File: src/hdl/nnt_pkg.sv
`timescale 1ns / 1ps
`default_nettype none
// ----------------------------------------------------------------------------
// nnt_pkg: shared types and constants for the nearest-neighbor tour engine
// Port widths, configuration defaults, operation codes and sequencer states.
// ----------------------------------------------------------------------------
package nnt_pkg;

    // fixed port field widths
    localparam int CITY_W     = 4;
    localparam int POS_W      = 5;
    localparam int TOTAL_W    = 20;
    localparam int DIST_IN_W  = 16;
    localparam int NCFG_W     = 5;

    localparam logic [TOTAL_W-1:0] TOTAL_MAX     = 20'hF_FFFF;
    localparam logic [NCFG_W-1:0]  NCITIES_RESET = 5'd4;

    // defaults for the top-level parameters
    localparam int MAX_CITIES_DEF = 16;
    localparam int DIST_WIDTH_DEF = 16;

    typedef enum logic {
        OP_LOAD = 1'b0,
        OP_RUN  = 1'b1
    } op_t;

    typedef enum logic [2:0] {
        S_IDLE,
        S_START,
        S_SCAN,
        S_DRAIN,
        S_MOVE,
        S_RET_RD,
        S_FINAL
    } state_t;

endpackage
`default_nettype wire

File: src/hdl/nnt_dist_mem.sv
`timescale 1ns / 1ps
`default_nettype none
// ----------------------------------------------------------------------------
// nnt_dist_mem: distance table storage
// Single write port, single read port with registered read data.
// ----------------------------------------------------------------------------
module nnt_dist_mem #(
    parameter int DEPTH = nnt_pkg::MAX_CITIES_DEF * nnt_pkg::MAX_CITIES_DEF,
    parameter int WIDTH = nnt_pkg::DIST_WIDTH_DEF,
    parameter int AW    = $clog2(DEPTH)
) (
    input  wire logic             clk,
    input  wire logic             wr_en,
    input  wire logic [AW-1:0]    wr_addr,
    input  wire logic [WIDTH-1:0] wr_data,
    input  wire logic             rd_en,
    input  wire logic [AW-1:0]    rd_addr,
    output logic      [WIDTH-1:0] rd_data
);

    logic [WIDTH-1:0] mem [DEPTH];

    always_ff @(posedge clk)
    begin
        if (wr_en)
        begin
            mem[wr_addr] <= wr_data;
        end
    end

    // read data holds while rd_en is low
    always_ff @(posedge clk)
    begin
        if (rd_en)
        begin
            rd_data <= mem[rd_addr];
        end
    end

endmodule
`default_nettype wire

File: config.mk
export PLATFORM = sky130hd
export DESIGN_NAME = nnt_dist_mem
export DESIGN_NICKNAME = d
export VERILOG_FILES = /design/src/hdl/nnt_pkg.sv /design/src/hdl/nnt_dist_mem.sv
export SDC_FILE = /design/constraint.sdc
export NUM_CORES = 2
export LEC_CHECK = 0
export ABC_AREA = 0
export BUFFER_PORTS_ARGS = -buffer_cell sky130_fd_sc_hd__buf_2
export CAP_MARGIN = 10
export CORE_ASPECT_RATIO = 1.5
export CORE_MARGIN = 3
export CORE_UTILIZATION = 50
export DETAILED_ROUTE_END_ITERATION = 10
export GPL_ROUTABILITY_DRIVEN = 0
export PLACE_DENSITY_LB_ADDON = 0.15
export RECOVER_POWER = 25
export SLEW_MARGIN = 20
export SYNTH_ARGS = -nofsm -noshare
export SYNTH_HDL_FRONTEND = slang
export SYNTH_SLANG_ARGS = --single-unit
File: constraint.sdc
create_clock -name clk -period 5.9 [get_ports clk]
set_input_delay 1.18 -clock clk [delete_from_list [all_inputs] [get_ports clk]]
set_output_delay 1.18 -clock clk [all_outputs]
set_load 0.05 [all_outputs]
After elaboration in Yosys (flattened, before gate mapping)
Memory sizes are Yosys's and may differ from the RTL's. A register that Yosys moved wholly into a read port is not among the register bits. Cells that the tools add are included.

Memory bits (writable): 4096. Memories kept: 1. Output and inout port bits: 16. Logic and storage cells: 3. Register bits after elaboration: 0.

Memories: mem (depth 256, width 16, read ports 1, clocked after Yosys merged registers in 1, wr ports 1, line nnt_dist_mem.sv:21) `logic [WIDTH-1:0] mem [DEPTH];`.

Multiplexer cells: 2.

Operator list (count): two-way mux 1 bit (2).

Logic depth before layout (Yosys ltp)
Depth after elaboration: 2. Mapped depth: 12. Gate-level depth less buffers: 6.

Least setup slack after synthesis
No wires, ideal clock.

Path type: input to register. Start: input rd_addr[0]. End: register rd_data[4], read port of mem, data pin. Slack: 2.471 ns. Buffers on the path: 3. Data required time: 5.635 ns. Stages on the path: 8. Arrival time: 3.164 ns. Path through: buf_6 buf_6 buf_2 mux4_2 mux4_2 a22o_1 o32ai_2 nor4_2.

RTL lines: start: declaration (line nnt_dist_mem.sv:17) `input wire logic [AW-1:0] rd_addr,`; end: declaration (line nnt_dist_mem.sv:18) `output logic [WIDTH-1:0] rd_data`.

Worst setup path in the final report
Start: input wr_data[0]. End: memory mem[68][0] (netlist bit), data pin.

RTL lines: start: declaration (line nnt_dist_mem.sv:15) `input wire logic [WIDTH-1:0] wr_data,`; end: declaration (line nnt_dist_mem.sv:21).

Straight into the memory's write port.

==> results by group <==
Worst setup path
  – Critical path buffers and inverters: 2
  – Kind of cell adding the most delay to the critical path: buffers and inverters
  – CP required: 6450 ps
  – RR Startpoint: mem[8][15]
  – Slowest stage delay, CP: 2770 ps
  – Crit path from: wr_data[0]
  – Crit. End Element: flip-flop
  – Critical path, cell by cell: clkbuf_1 > clkbuf_2
  – CP max-delay cell: clkbuf_1
  – Critical Path Start Type: input pin
  – CP Class: in -> reg
  – Maximum net fanout on the critical path: 71
  – CP arrival: 5360 ps

STA
  – Setup_tns: 0 ps
  – Number of max-slew violations in the final report: 1424
  – Fin crit share: 81.6%
  – RSZ-0062 raised after global routing: false
  – Min cycle time layout: 4820 ps
  – Setup ws final: 1080 ps
  – Slew HR: -209%
  – Final setup vio count: 0
  – Worst slew pin tran: 4630 ps
  – Endpoints failing hold: 0
  – Highest Clock Rate: 208 MHz
  – Clk_skew: 33.4 ps

Logic synthesis
  – Post-synthesis sequential area ratio: 77.7%
  – #FFs+latches synth: 4112
  – EDFF count, synth: 4112
  – Syn Nets: 7395
  – Synth top area cells: edfxtp_1, mux4_2, mux2i_1, o221ai_1, nor2_1
  – Top FF cell, synth: edfxtp_1
  – Distinct cell type count of the synthesized netlist: 51
  – Synthesized cell area: 0.159 mm²
  – Share of the synthesized area in the top cell type: 77.7%
  – Post-synth top area cell: edfxtp_1
  – Post-Syn Instances: 7360
  – Mean area per synthesized cell: 21.6 µm²
  – Yosys warns: 0
  – Async SR Flop Fraction: 0%

Run status
  – Violated checks: capacitance limit, slew limit
  – Status: complete, but fails checks

Power and ir drop
  – Clock power share: 40.6%
  – Worst vdd ir: 344 µV
  – Combinational share of power: 5.1%
  – Sw Share: 21.3%
  – LEAKAGE: 56.5 nW
  – Sequential fraction of design power: 54.3%
  – Net switching power: 12.6 mW
  – Overall Power: 59.5 mW
  – P per Cell Area: 333 mW/mm²
  – Design internal power: 46.8 mW

Floorplan
  – Core box area: 0.315 mm²
  – FP Rows: 252
  – Die area: 0.325 mm²
  – Initial Util: 50.4%
  – # IOs: 51
  – Die X-Extent: 466 µm
  – Die Ht: 696 µm

Detailed routing
  – Post-detailed-route count of antenna-violating nets: 0
  – Vias: 78700
  – Drt pass-1 iters: 6
  – Final wirelength: 433 mm
  – DR WL/cell: 35.1 µm
  – Initial drt markers: 8810
  – Via/cell ratio: 6.37
  – Drt drc: 0

CTS
  – Htree depth: 5
  – Setup bufs post-CTS: 0
  – Clk slew on worst S/H paths: 60 ps
  – CTS Root Cell: clkbuf_16
  – Clock sinks: 4112
  – Total CTS buffers: 380
  – CTS tree: built
  – CTS Hold Bufs: 0
  – Worst-skew pair later-pin latency: 930 ps
  – Clock buffer depth: 4
  – Post-CTS resize count: 0

GRT
  – Gr ovfl total: 0
  – GRT Util Overall: 26.6%
  – Vias in the first global route: 79500
  – Antenna violations before repair: 27
  – First-pass GRT wire length: 610 mm
  – Largest net degree at the start of global routing: 180

Min path
  – Hold WC Path Type: in -> reg
  – Min-delay src: wr_data[2]

Place
  – Detailed Place HPWL: 265 mm
  – Setup Slack @ Placement: 773 ps
  – Input/output buffers: 50

Final layout
  – Post-layout nets: 7891
  – Share of post-route cells with drive strength above 1: 25.3%
  – Syn-to-layout area delta: 12.4%

Flow run
  – Max Cap Viol: 15
metal layers:
metal | up-vias | part of all wire [%] | GRT usage (%)
li1 | 32300 | - | -
met1 | 42500 | 37 | 33.7
met2 | 3119 | 51 | 45.4
met3 | 750 | 6.7 | 4.19
met4 | 16 | 5.4 | 12.1
met5 | - | 0.019 | 0
worst reg2reg max path, stage by stage, from the launching register on:
cell	delay [ps]
edfxtp_1	380
mux4_2	470
mux2_2	300
a22oi_1	550
nand2_1	230
o32ai_1	790
buf_4	280
nor4_1	60
flip-flops by register name, summed over array words and instances (netlist names):
register and cells:
mem 4096, rd_data 16
cell families (layout without fill, tap and decap cells):
kind of cell | after synthesis | in the layout | share of synthesized area (%)
flip-flops | 4112 | 4112 | 77.7
buffers and inverters | 456 | 1242 | 1.69
AND/OR/NAND/NOR | 556 | 556 | 1.57
other | 0 | 14 | 0
multiplexers | 1450 | 1450 | 15.5
AO/OA/AOI/OAI | 786 | 786 | 3.53
cells in the final DEF, fill, tap and decap left out, types with 7 or more instances in the layout:
master,instances
a211oi_1,18
a21oi_1,175
a221oi_1,28
a22o_1,32
a22oi_1,43
and3_1,11
buf_12,49
buf_2,28
buf_4,464
bufinv_16,36
clkbuf_1,81
clkbuf_16,386
clkbuf_2,7
clkinv_1,80
clkinv_2,73
clkinvlp_4,14
diode_2,14
edfxtp_1,4112
inv_6,7
mux2_2,88
mux2i_1,565
mux4_2,797
nand2_1,37
nand3_1,26
nand3_2,9
nand4_1,26
nor2_1,232
nor2_2,60
nor2_4,12
nor2b_1,9
nor3_1,90
nor4_1,17
o21ai_0,35
o221ai_1,252
o22ai_1,148
o31ai_1,16
o32ai_1,20
power by group through the flow:
stage / logic (mW) / registers, mW / clock network (mW)
after floorplan: 1.59 / 32.9 / 0
after global placement: 3.04 / 32.9 / 0
after detailed placement: 3.08 / 32.9 / 0
after CTS: 3.09 / 32.3 / 24.5
after global routing: 3.19 / 32.3 / 25.6
final: 3.04 / 32.3 / 24.1
final timing paths:
kind                  to  slack [ps]  cells after the start
min reg2reg  rd_data[10]        1180                      6
max           mem[68][0]        1080                      2
max reg2reg  rd_data[15]        2590                      7
min          mem[243][2]         690                      1
synthesized netlist by cell type (all sizes together), types with 43 or more instances:
cell / count
a21oi: 175
a22oi: 43
buf: 222
clkbuf: 230
edfxtp: 4112
mux2: 88
mux2i: 565
mux4: 797
nor2: 304
nor3: 92
o221ai: 253
o22ai: 148
final cells by class:
| type | instances | area [µm²] |
|---|---|---|
| multi-input combinational | 2792 | 33000 |
| sequential | 4112 | 123000 |
| clock buffer | 458 | 9930 |
| timing repair buffer | 566 | 4800 |
| tap | 4191 | 5240 |
| antenna | 14 | 35.0 |
| fill | 23200 | 137000 |
| clock inverter | 214 | 2000 |
| inverter | 4 | 27.5 |
metrics by stage:
step	utilization, %	hold WS, ps	area (µm²)	instances
detailed placement	52.9	1140	167000	11700
CTS	56.7	653	179000	12300
floorplan	-	973	159000	7360
finish	56.6	694	179000	12400
global route	56.6	666	179000	12300
global placement	52.9	1120	167000	11700
No activity file was read; power rests on OpenSTA's default activity.
